**config.mk**
```make
export PLATFORM = sky130hd
export DESIGN_NAME = in_order_response_release_flat
export DESIGN_NICKNAME = d
export VERILOG_FILES = /design/src/sv/iorr_pkg.sv /design/src/sv/iorr_in_if.sv /design/src/sv/iorr_out_if.sv /design/src/sv/iorr_ram.sv /design/src/sv/iorr_ctrl.sv /design/src/sv/in_order_response_release.sv /design/src/flat_wrapper.sv
export SDC_FILE = /design/constraint.sdc
export NUM_CORES = 1
export LEC_CHECK = 0
export ABC_AREA = 0
export BUFFER_PORTS_ARGS = -buffer_cell sky130_fd_sc_hd__buf_2
export CORE_UTILIZATION = 51
export DETAILED_ROUTE_END_ITERATION = 10
export GPL_ROUTABILITY_DRIVEN = 0
export MAX_ROUTING_LAYER = met4
export PLACE_DENSITY = 0.67
export SETUP_SLACK_MARGIN = 0.15
export SLEW_MARGIN = 10
export SYNTH_ARGS = -nofsm -noshare
export SYNTH_HDL_FRONTEND = slang
export SYNTH_SLANG_ARGS = --single-unit
```
**constraint.sdc**
```tcl
create_clock -name clk -period 13.4 [get_ports clk]
set_clock_uncertainty 0.05 [all_clocks]
set_input_delay 1.34 -clock clk [delete_from_list [all_inputs] [get_ports clk]]
set_output_delay 1.34 -clock clk [all_outputs]
set_load 0.01 [all_outputs]
```
**src/sv/iorr_pkg.sv**
```systemverilog
`timescale 1ns / 1ps

package iorr_pkg;

	localparam int SLOTS  = 16;
	localparam int SLOT_W = $clog2(SLOTS);
	localparam int SEQ_W  = 32;
	localparam int PAY_W  = 32;
	localparam int MEM_W  = SEQ_W + PAY_W;

	typedef logic [SLOT_W-1:0] slot_t;
	typedef logic [SEQ_W-1:0]  seq_t;
	typedef logic [PAY_W-1:0]  pay_t;

	typedef struct packed {
		logic              we;
		slot_t             waddr;
		logic [MEM_W-1:0]  wdata;
		logic              re;
		slot_t             raddr;
	} ram_req_t;

	typedef struct packed {
		logic  valid;
		seq_t  seq;
		pay_t  payload;
		logic  last;
	} push_t;

endpackage

```
**src/sv/iorr_in_if.sv**
```systemverilog
`timescale 1ns / 1ps

interface iorr_in_if;
	logic                 valid;
	logic                 ready;
	logic [iorr_pkg::SEQ_W-1:0] seq_number;
	logic [iorr_pkg::PAY_W-1:0] payload_word;

	modport source (output valid, output seq_number, output payload_word, input ready);
	modport sink   (input valid, input seq_number, input payload_word, output ready);
endinterface

```
**src/sv/iorr_out_if.sv**
```systemverilog
`timescale 1ns / 1ps

interface iorr_out_if;
	logic                 valid;
	logic                 ready;
	logic [iorr_pkg::SEQ_W-1:0] out_seq;
	logic [iorr_pkg::PAY_W-1:0] out_payload;
	logic                 last_of_run;

	modport source (output valid, output out_seq, output out_payload, output last_of_run,
		input ready);
	modport sink   (input valid, input out_seq, input out_payload, input last_of_run,
		output ready);
endinterface

```
**src/sv/iorr_ram.sv**
```systemverilog
`timescale 1ns / 1ps

module iorr_ram #(
	parameter int WIDTH = 64,
	parameter int DEPTH = 16
) (
	input  logic                     clk,
	input  logic                     we,
	input  logic [$clog2(DEPTH)-1:0] waddr,
	input  logic [WIDTH-1:0]         wdata,
	input  logic                     re,
	input  logic [$clog2(DEPTH)-1:0] raddr,
	output logic [WIDTH-1:0]         rdata
);

	logic [WIDTH-1:0] mem_q [DEPTH];

	always_ff @(posedge clk) begin
		if (we) begin
			mem_q[waddr] <= wdata;
		end
		if (re) begin
			rdata <= mem_q[raddr];
		end
	end

endmodule

```
**src/sv/iorr_ctrl.sv**
```systemverilog
`timescale 1ns / 1ps

module iorr_ctrl (
	input  logic                                   clk,
	input  logic                                   arst_n,
	input  logic                                   sink_connected,
	iorr_in_if.sink                                rsp_in,
	output iorr_pkg::ram_req_t                     ram_req,
	input  logic [iorr_pkg::MEM_W-1:0]             ram_rdata,
	input  logic                                   out_free,
	output iorr_pkg::push_t                        push
);

	typedef enum logic [2:0] {
		S_IDLE,
		S_INSERT,
		S_LOOK,
		S_CHECK,
		S_FLUSH
	} state_t;

	localparam logic [iorr_pkg::SLOT_W:0] SLOTS_X = (iorr_pkg::SLOT_W+1)'(iorr_pkg::SLOTS);
	localparam iorr_pkg::slot_t LAST_SLOT = iorr_pkg::SLOT_W'(iorr_pkg::SLOTS - 1);

	state_t               state_q;
	iorr_pkg::seq_t       ne_q;
	iorr_pkg::slot_t      ns_q;
	logic                 valid_q [iorr_pkg::SLOTS];
	iorr_pkg::seq_t       seq_q;
	iorr_pkg::pay_t       pay_q;
	logic                 pend_v_q;
	iorr_pkg::seq_t       pend_seq_q;
	iorr_pkg::pay_t       pend_pay_q;

	iorr_pkg::seq_t               seq_off;
	logic                         in_win;
	logic                         wrapped;
	logic [iorr_pkg::SLOT_W:0]    sum;
	iorr_pkg::slot_t              slot;
	logic                         accept_ok;
	logic                         hit;
	logic                         take;
	iorr_pkg::slot_t              ns_next;

	assign rsp_in.ready = (state_q == S_IDLE);

	always_comb begin
		seq_off = seq_q - ne_q;
		in_win  = seq_off < iorr_pkg::SEQ_W'(iorr_pkg::SLOTS);
		wrapped = seq_q < ne_q;
		sum     = {1'b0, ns_q} + {1'b0, seq_off[iorr_pkg::SLOT_W-1:0]};
		if (wrapped) begin
			slot = seq_q[iorr_pkg::SLOT_W-1:0];
		end else if (sum >= SLOTS_X) begin
			slot = iorr_pkg::SLOT_W'(sum - SLOTS_X);
		end else begin
			slot = sum[iorr_pkg::SLOT_W-1:0];
		end
		accept_ok = sink_connected && in_win && !valid_q[slot];
		hit       = ram_rdata[iorr_pkg::MEM_W-1:iorr_pkg::PAY_W] == ne_q;
		take      = (state_q == S_CHECK) && hit && (!pend_v_q || out_free);
		if (ne_q == '1 || ns_q == LAST_SLOT) begin
			ns_next = '0;
		end else begin
			ns_next = ns_q + 1'b1;
		end
	end

	always_comb begin
		ram_req.we    = (state_q == S_INSERT) && accept_ok;
		ram_req.waddr = slot;
		ram_req.wdata = {seq_q, pay_q};
		ram_req.re    = (state_q == S_LOOK) && valid_q[ns_q];
		ram_req.raddr = ns_q;

		push.seq     = pend_seq_q;
		push.payload = pend_pay_q;
		push.last    = (state_q == S_FLUSH);
		push.valid   = pend_v_q && out_free &&
			((state_q == S_FLUSH) || ((state_q == S_CHECK) && hit));
	end

	always_ff @(posedge clk or negedge arst_n) begin
		if (!arst_n) begin
			state_q  <= S_IDLE;
			ne_q     <= '0;
			ns_q     <= '0;
			pend_v_q <= 1'b0;
			for (int i = 0; i < iorr_pkg::SLOTS; i++) begin
				valid_q[i] <= 1'b0;
			end
		end else begin
			case (state_q)
				S_IDLE: begin
					if (rsp_in.valid) begin
						seq_q   <= rsp_in.seq_number;
						pay_q   <= rsp_in.payload_word;
						state_q <= S_INSERT;
					end
				end
				S_INSERT: begin
					if (accept_ok) begin
						valid_q[slot] <= 1'b1;
						state_q       <= S_LOOK;
					end else begin
						state_q <= S_IDLE;
					end
				end
				S_LOOK: begin
					state_q <= valid_q[ns_q] ? S_CHECK : S_FLUSH;
				end
				S_CHECK: begin
					if (!hit) begin
						state_q <= S_FLUSH;
					end else if (take) begin
						pend_v_q      <= 1'b1;
						pend_seq_q    <= ne_q;
						pend_pay_q    <= ram_rdata[iorr_pkg::PAY_W-1:0];
						valid_q[ns_q] <= 1'b0;
						ne_q          <= ne_q + 1'b1;
						ns_q          <= ns_next;
						state_q       <= S_LOOK;
					end
				end
				S_FLUSH: begin
					if (!pend_v_q) begin
						state_q <= S_IDLE;
					end else if (out_free) begin
						pend_v_q <= 1'b0;
						state_q  <= S_IDLE;
					end
				end
				default: begin
					state_q <= S_IDLE;
				end
			endcase
		end
	end

	a_no_rw_overlap: assert property (@(posedge clk) disable iff (!arst_n)
		!(ram_req.we && ram_req.re))
		else $error("ram read and write in the same cycle");

	a_release_advances: assert property (@(posedge clk) disable iff (!arst_n)
		take |=> ne_q == $past(ne_q) + 1'b1)
		else $error("release did not advance next expected");

	a_push_has_word: assert property (@(posedge clk) disable iff (!arst_n)
		push.valid |-> pend_v_q && out_free)
		else $error("push without pending word");

	a_idle_no_pending: assert property (@(posedge clk) disable iff (!arst_n)
		(state_q == S_IDLE) |-> !pend_v_q)
		else $error("pending word left behind at end of run");

endmodule

```
**src/sv/in_order_response_release.sv**
```systemverilog
// An arrival that completes a run is written to the slot memory, read back, checked, held in a
// pending register and then moved to the output register. Arrivals are taken only when idle, after
//   the previous one is stored and its run is closed by the read-check loop over the single read port.
// The word being handed out waits in an output register; the run continues behind it into a pending register.
// Reset (arst_n low): sink connected, next expected 0, all slots empty; no clearing pass.
`timescale 1ns / 1ps

module in_order_response_release (
	input  logic        clk,
	input  logic        arst_n,
	input  logic        cfg_we,
	input  logic        cfg_wdata,
	iorr_in_if.sink     rsp_in,
	iorr_out_if.source  rel_out
);

	logic                            sink_connected_q;
	iorr_pkg::ram_req_t              ram_req;
	logic [iorr_pkg::MEM_W-1:0]      ram_rdata;
	iorr_pkg::push_t                 push;
	logic                            out_free;
	logic                            out_v_q;
	iorr_pkg::seq_t                  out_seq_q;
	iorr_pkg::pay_t                  out_pay_q;
	logic                            out_last_q;

	assign out_free = !out_v_q || rel_out.ready;

	always_ff @(posedge clk or negedge arst_n) begin
		if (!arst_n) begin
			sink_connected_q <= 1'b1;
		end else if (cfg_we) begin
			sink_connected_q <= cfg_wdata;
		end
	end

	iorr_ctrl u_ctrl (
		.clk            (clk),
		.arst_n         (arst_n),
		.sink_connected (sink_connected_q),
		.rsp_in         (rsp_in),
		.ram_req        (ram_req),
		.ram_rdata      (ram_rdata),
		.out_free       (out_free),
		.push           (push)
	);

	iorr_ram #(
		.WIDTH (iorr_pkg::MEM_W),
		.DEPTH (iorr_pkg::SLOTS)
	) u_ram (
		.clk   (clk),
		.we    (ram_req.we),
		.waddr (ram_req.waddr),
		.wdata (ram_req.wdata),
		.re    (ram_req.re),
		.raddr (ram_req.raddr),
		.rdata (ram_rdata)
	);

	always_ff @(posedge clk or negedge arst_n) begin
		if (!arst_n) begin
			out_v_q <= 1'b0;
		end else if (push.valid) begin
			out_v_q <= 1'b1;
		end else if (rel_out.ready) begin
			out_v_q <= 1'b0;
		end
	end

	always_ff @(posedge clk) begin
		if (push.valid) begin
			out_seq_q  <= push.seq;
			out_pay_q  <= push.payload;
			out_last_q <= push.last;
		end
	end

	assign rel_out.valid       = out_v_q;
	assign rel_out.out_seq     = out_seq_q;
	assign rel_out.out_payload = out_pay_q;
	assign rel_out.last_of_run = out_last_q;

endmodule
```
**src/flat_wrapper.sv**
```systemverilog
// flat-port wrapper written by rule: the top's interface ports become plain ports
module in_order_response_release_flat 
  (clk, arst_n, cfg_we, cfg_wdata, rsp_in_valid, rsp_in_seq_number, rsp_in_payload_word, rsp_in_ready, rel_out_valid, rel_out_out_seq, rel_out_out_payload, rel_out_last_of_run, rel_out_ready);
  iorr_in_if rsp_in_i ();
  iorr_out_if rel_out_i ();
  input  logic clk;
  input  logic arst_n;
  input  logic cfg_we;
  input  logic cfg_wdata;
  input wire logic [$bits(rsp_in_i.valid)-1:0] rsp_in_valid;
  input wire logic [$bits(rsp_in_i.seq_number)-1:0] rsp_in_seq_number;
  input wire logic [$bits(rsp_in_i.payload_word)-1:0] rsp_in_payload_word;
  output wire logic [$bits(rsp_in_i.ready)-1:0] rsp_in_ready;
  output wire logic [$bits(rel_out_i.valid)-1:0] rel_out_valid;
  output wire logic [$bits(rel_out_i.out_seq)-1:0] rel_out_out_seq;
  output wire logic [$bits(rel_out_i.out_payload)-1:0] rel_out_out_payload;
  output wire logic [$bits(rel_out_i.last_of_run)-1:0] rel_out_last_of_run;
  input wire logic [$bits(rel_out_i.ready)-1:0] rel_out_ready;
  assign rsp_in_i.valid = rsp_in_valid;
  assign rsp_in_i.seq_number = rsp_in_seq_number;
  assign rsp_in_i.payload_word = rsp_in_payload_word;
  assign rsp_in_ready = rsp_in_i.ready;
  assign rel_out_valid = rel_out_i.valid;
  assign rel_out_out_seq = rel_out_i.out_seq;
  assign rel_out_out_payload = rel_out_i.out_payload;
  assign rel_out_last_of_run = rel_out_i.last_of_run;
  assign rel_out_i.ready = rel_out_ready;
  in_order_response_release u_core (.clk(clk), .arst_n(arst_n), .cfg_we(cfg_we), .cfg_wdata(cfg_wdata), .rsp_in(rsp_in_i), .rel_out(rel_out_i));
endmodule
```
==> flow_metrics.py <==
metrics = {
    "worst_setup_path": {
        "critPathLaunchType": "flip-flop",
        "worst-r2r-cell-count": 14,
        "crit_chain": "inv_1, ha_1, fa_1, nand2b_2, a211oi_1, o21ai_1, a31oi_1, a311o_1, mux2_4, nor4_4, nand4_4, nor4_2, buf_4, buf_4",
        "r2r_end": "u_core.u_ram.mem_q[7][26]",
        "cp_max_fo": 38,
        "critical_path_arrival_ns": 6.73,
        "crit_path_start": "u_core.u_ctrl.seq_q[0]",
        "reg2reg_from": "u_core.u_ctrl.seq_q[0]",
        "crit_top_cell": "buf_4",
        "cp_top_family": "compound AO/OA/AOI/OAI gates",
        "path_buf_inv": 3,
        "cp-end-kind": "flip-flop",
        "max_stage_delay_ns": 0.84,
        "cp.required_ns": 13.72,
        "path_depth": 14,
        "crit_type": "flip-flop to flip-flop",
        "rrSetupSlack_ns": 6.99,
        "cpMaxStageDelayCell": "edfxtp_1",
        "endpoint": "u_core.u_ram.mem_q[7][26]",
    },
    "global_route": {
        "grt_pass1_wl_mm": 171.2,
        "antenna_found_initial": 5,
        "grt_max_degree": 164,
        "first_global_vias": 26150,
        "globalRouteOverflowTotal": 0,
        "grt_usage_pct": 23.38,
    },
    "floorplan": {
        "rows": 117,
        "dieArea_sq_um": 104300,
        "chipWidth_microns": 323.0,
        "pin_count": 137,
        "die_h_microns": 323.0,
        "initial_core_util_pct": 51.51,
        "core_sq_um": 102000,
    },
    "clock_tree": {
        "cts_hold_buf": 0,
        "cts_sinks": 1339,
        "worstSkewPairLatency_ns": 0.75,
        "post_cts_buffers": 0,
        "cts_inserted_buffers": 137,
        "clk_pin_slew_ns": 0.06,
        "clockRootBuffer": "clkbuf_16",
        "clockBufferDepth": 3,
        "cts_tree": "yes",
        "htreeDepth": 4,
        "ctsResizeCount": 0,
    },
    "power_and_ir_drop": {
        "p_per_area_nw_per_um2": 145.1,
        "peakVddDrop_v": 0.00009664,
        "leakage_nw": 19.24,
        "power_mw": 8.625,
    },
    "sta": {
        "finalHoldViolations": 0,
        "fin_crit_sh_pct": 47.83,
        "drv_slew": 0,
        "rsz0062_at_grt": "no",
        "fmax_ghz": 0.1560,
        "fin_setup_tns_ns": 0,
        "setup_violations": 0,
        "slew_headroom_pct": 23.88,
        "min_period_ns": 6.410,
        "layout_setup_ws_ns": 6.990,
        "tightest_slew_ns": 1.142,
    },
    "route": {
        "drt-pass1-iter-count": 8,
        "vias": 25730,
        "drc": 0,
        "drtAntennaViolNets": 0,
        "routedWlPerCell_microns": 27.56,
        "avgViaCountPerCell": 6.137,
        "dr.first_iter.drc_count": 2862,
        "wirelength_mm": 115.5,
    },
    "final_layout": {
        "area_growth_pct": 13.08,
        "nFillCells": 7292,
        "area.sequential_sq_um": 39930,
        "finalNonFillerCells": 4192,
        "layout-drive-gt1-share_pct": 27.30,
        "post-route-cell-area_sq_um": 59440,
        "multiInputGateArea_sq_um": 12120,
        "fin_nets": 2825,
    },
    "logic_synthesis": {
        "synth.avg_cell_area_sq_um": 21.03,
        "netlist_instances": 2499,
        "yosysWarnings": 0,
        "syn-cell-area_sq_um": 52560,
        "synth_largest_area_cell": "edfxtp_1",
        "seq_area_frac_synth_pct": 75.95,
        "ys_ff_latch": 1339,
        "ys.flop_type": "edfxtp_1",
        "synth_edf_count": 1281,
        "synth_area_leaders": "edfxtp_1, mux4_2, dfrtp_1",
        "synth_cell_type_count": 84,
        "yosys.area.top_type_share_pct": 73.18,
        "async_reset_ff_share_pct": 4.332,
        "syn-num-nets": 2611,
    },
    "run_status": {
        "status": "completed",
    },
    "placed_design": {
        "pre_cts_slack_ns": 7.038,
        "dpl.cell_count": 3942,
        "dp_hpwl_mm": 66.17,
        "io_buffers": 136,
        "dpl_cell_area_sq_um": 55030,
    },
    "hold_path": {
        "hold_path_class": "flip-flop to flip-flop",
    },
    "run": {
        "maxCapViolCount": 0,
    },
}
## registers in the layout (all words and copies together), names as in the netlist, 4 cells and up
name,cells
u_core.u_ctrl.ne_q,32
u_core.u_ctrl.ns_q,4
u_core.u_ctrl.valid_q,16
u_core.u_ctrl.pay_q,32
u_core.rel_out.out_seq,32
u_core.rel_out.out_payload,32
u_core.u_ctrl.pend_pay_q,32
u_core.u_ctrl.seq_q,32
u_core.u_ram.rdata,64
u_core.u_ram.mem_q,1024
u_core.u_ctrl.pend_seq_q,32
## worst min path at each step
stage,from,to,slack [ns],cells after the start
CTS,u_core.u_ctrl.pend_seq_q[26],u_core.rel_out.out_seq[26],0.36,0
floorplan,u_core.u_ctrl.pend_pay_q[0],u_core.rel_out.out_payload[0],0.35,0
global route,u_core.u_ctrl.pend_pay_q[27],u_core.rel_out.out_payload[27],0.37,0
global placement,u_core.u_ram.rdata[1],u_core.u_ctrl.pend_pay_q[1],0.35,0
detailed placement,u_core.u_ctrl.pend_pay_q[31],u_core.rel_out.out_payload[31],0.35,0
finish,u_core.u_ctrl.pend_seq_q[26],u_core.rel_out.out_seq[26],0.36,0
## metal layers
metal	share of wire, %	wire [microns]	GRT usage [%]
met1	41	47460	31.55
met2	48	55960	36.06
met3	7.8	8961	4.921
met4	2.7	3154	7.193
met5	0	0	-
## power breakdown
part / internal [mW] / leakage, nW / switching (mW)
Combinational: 0.0679 / 4.96 / 0.137
Sequential: 4.64 / 12.1 / 0.0867
Clock: 2.13 / 2.14 / 1.56
## stage by stage
step	utilization (%)	hold WS [ns]
floorplan	-	0.3503
global placement	53.94	0.3521
detailed placement	53.94	0.3545
CTS	58.24	0.3610
global route	58.25	0.3712
finish	58.25	0.3599
## Yosys cell counts (all sizes together) (5+ instances only)
| master | n |
|---|---|
| buf | 50 |
| edfxtp | 1281 |
| a21oi | 52 |
| nor3 | 20 |
| o2111ai | 5 |
| nand4 | 29 |
| clkbuf | 59 |
| nand2 | 83 |
| or3 | 5 |
| o21a | 7 |
| o21bai | 5 |
| o31a | 6 |
| mux2 | 5 |
| ha | 40 |
| inv | 57 |
| dfrtp | 57 |
| nor4 | 29 |
| nand2b | 12 |
| nor3b | 5 |
| a21o | 7 |
| xor2 | 5 |
| or2 | 7 |
| nor2 | 61 |
| o21ai | 70 |
| mux4 | 334 |
| o31ai | 9 |
| and3 | 12 |
| mux2i | 11 |
| o211ai | 11 |
| nand3 | 27 |
| xnor2 | 70 |
| a31oi | 8 |
## kinds of logic (layout without fill, tap and decap cells)
group                      count (synthesis)  count (layout)  synth area share, %
DFF                                     1339            1339                75.95
muxes                                    350             350                14.63
and+or+nand+nor                          315             315                3.218
AOI/OAI and AO/OA                        211             211                2.611
buffers and inverters                    166             488                1.266
xor gates and xnor gates                  76              76                1.293
adders and majority gates                 42              42                1.028
other                                      0               3                    0
## area by class of cell
type / count / area share [%]
Timing Repair Buffer: 184 / 1.793
Multi-Input combinational cell: 994 / 20.38
Inverter: 57 / 0.3600
Clock inverter: 81 / 1.362
Clock buffer: 166 / 6.023
Antenna cell: 3 / 0.01263
Sequential cell: 1339 / 67.19
Tap cell: 1368 / 2.880
## placed cells by master, fill, tap and decap left out, drive strengths merged, types with 8 or more instances in the layout
| cell | n |
|---|---|
| dfrtp | 57 |
| xnor2 | 70 |
| nor2 | 61 |
| nand4 | 29 |
| ha | 40 |
| mux2i | 11 |
| a21oi | 52 |
| nand2 | 83 |
| clkbuf | 166 |
| nand3 | 27 |
| nand2b | 12 |
| o211ai | 11 |
| a31oi | 8 |
| mux4 | 334 |
| nor3 | 20 |
| bufinv | 11 |
| inv | 67 |
| o21ai | 70 |
| nor4 | 29 |
| o31ai | 9 |
| and3 | 12 |
| edfxtp | 1281 |
| clkinv | 56 |
| buf | 184 |
## worst reg2reg max path, stage by stage, from the launching register on
cell	delay, ns
edfxtp_1	0.84
inv_1	0.19
ha_1	0.26
fa_1	0.41
nand2b_2	0.23
a211oi_1	0.40
o21ai_1	0.21
a31oi_1	0.29
a311o_1	0.62
mux2_4	0.38
nor4_4	0.19
nand4_4	0.38
nor4_2	0.38
buf_4	0.47
buf_4	0.69
(Power assumes the default switching activity.)
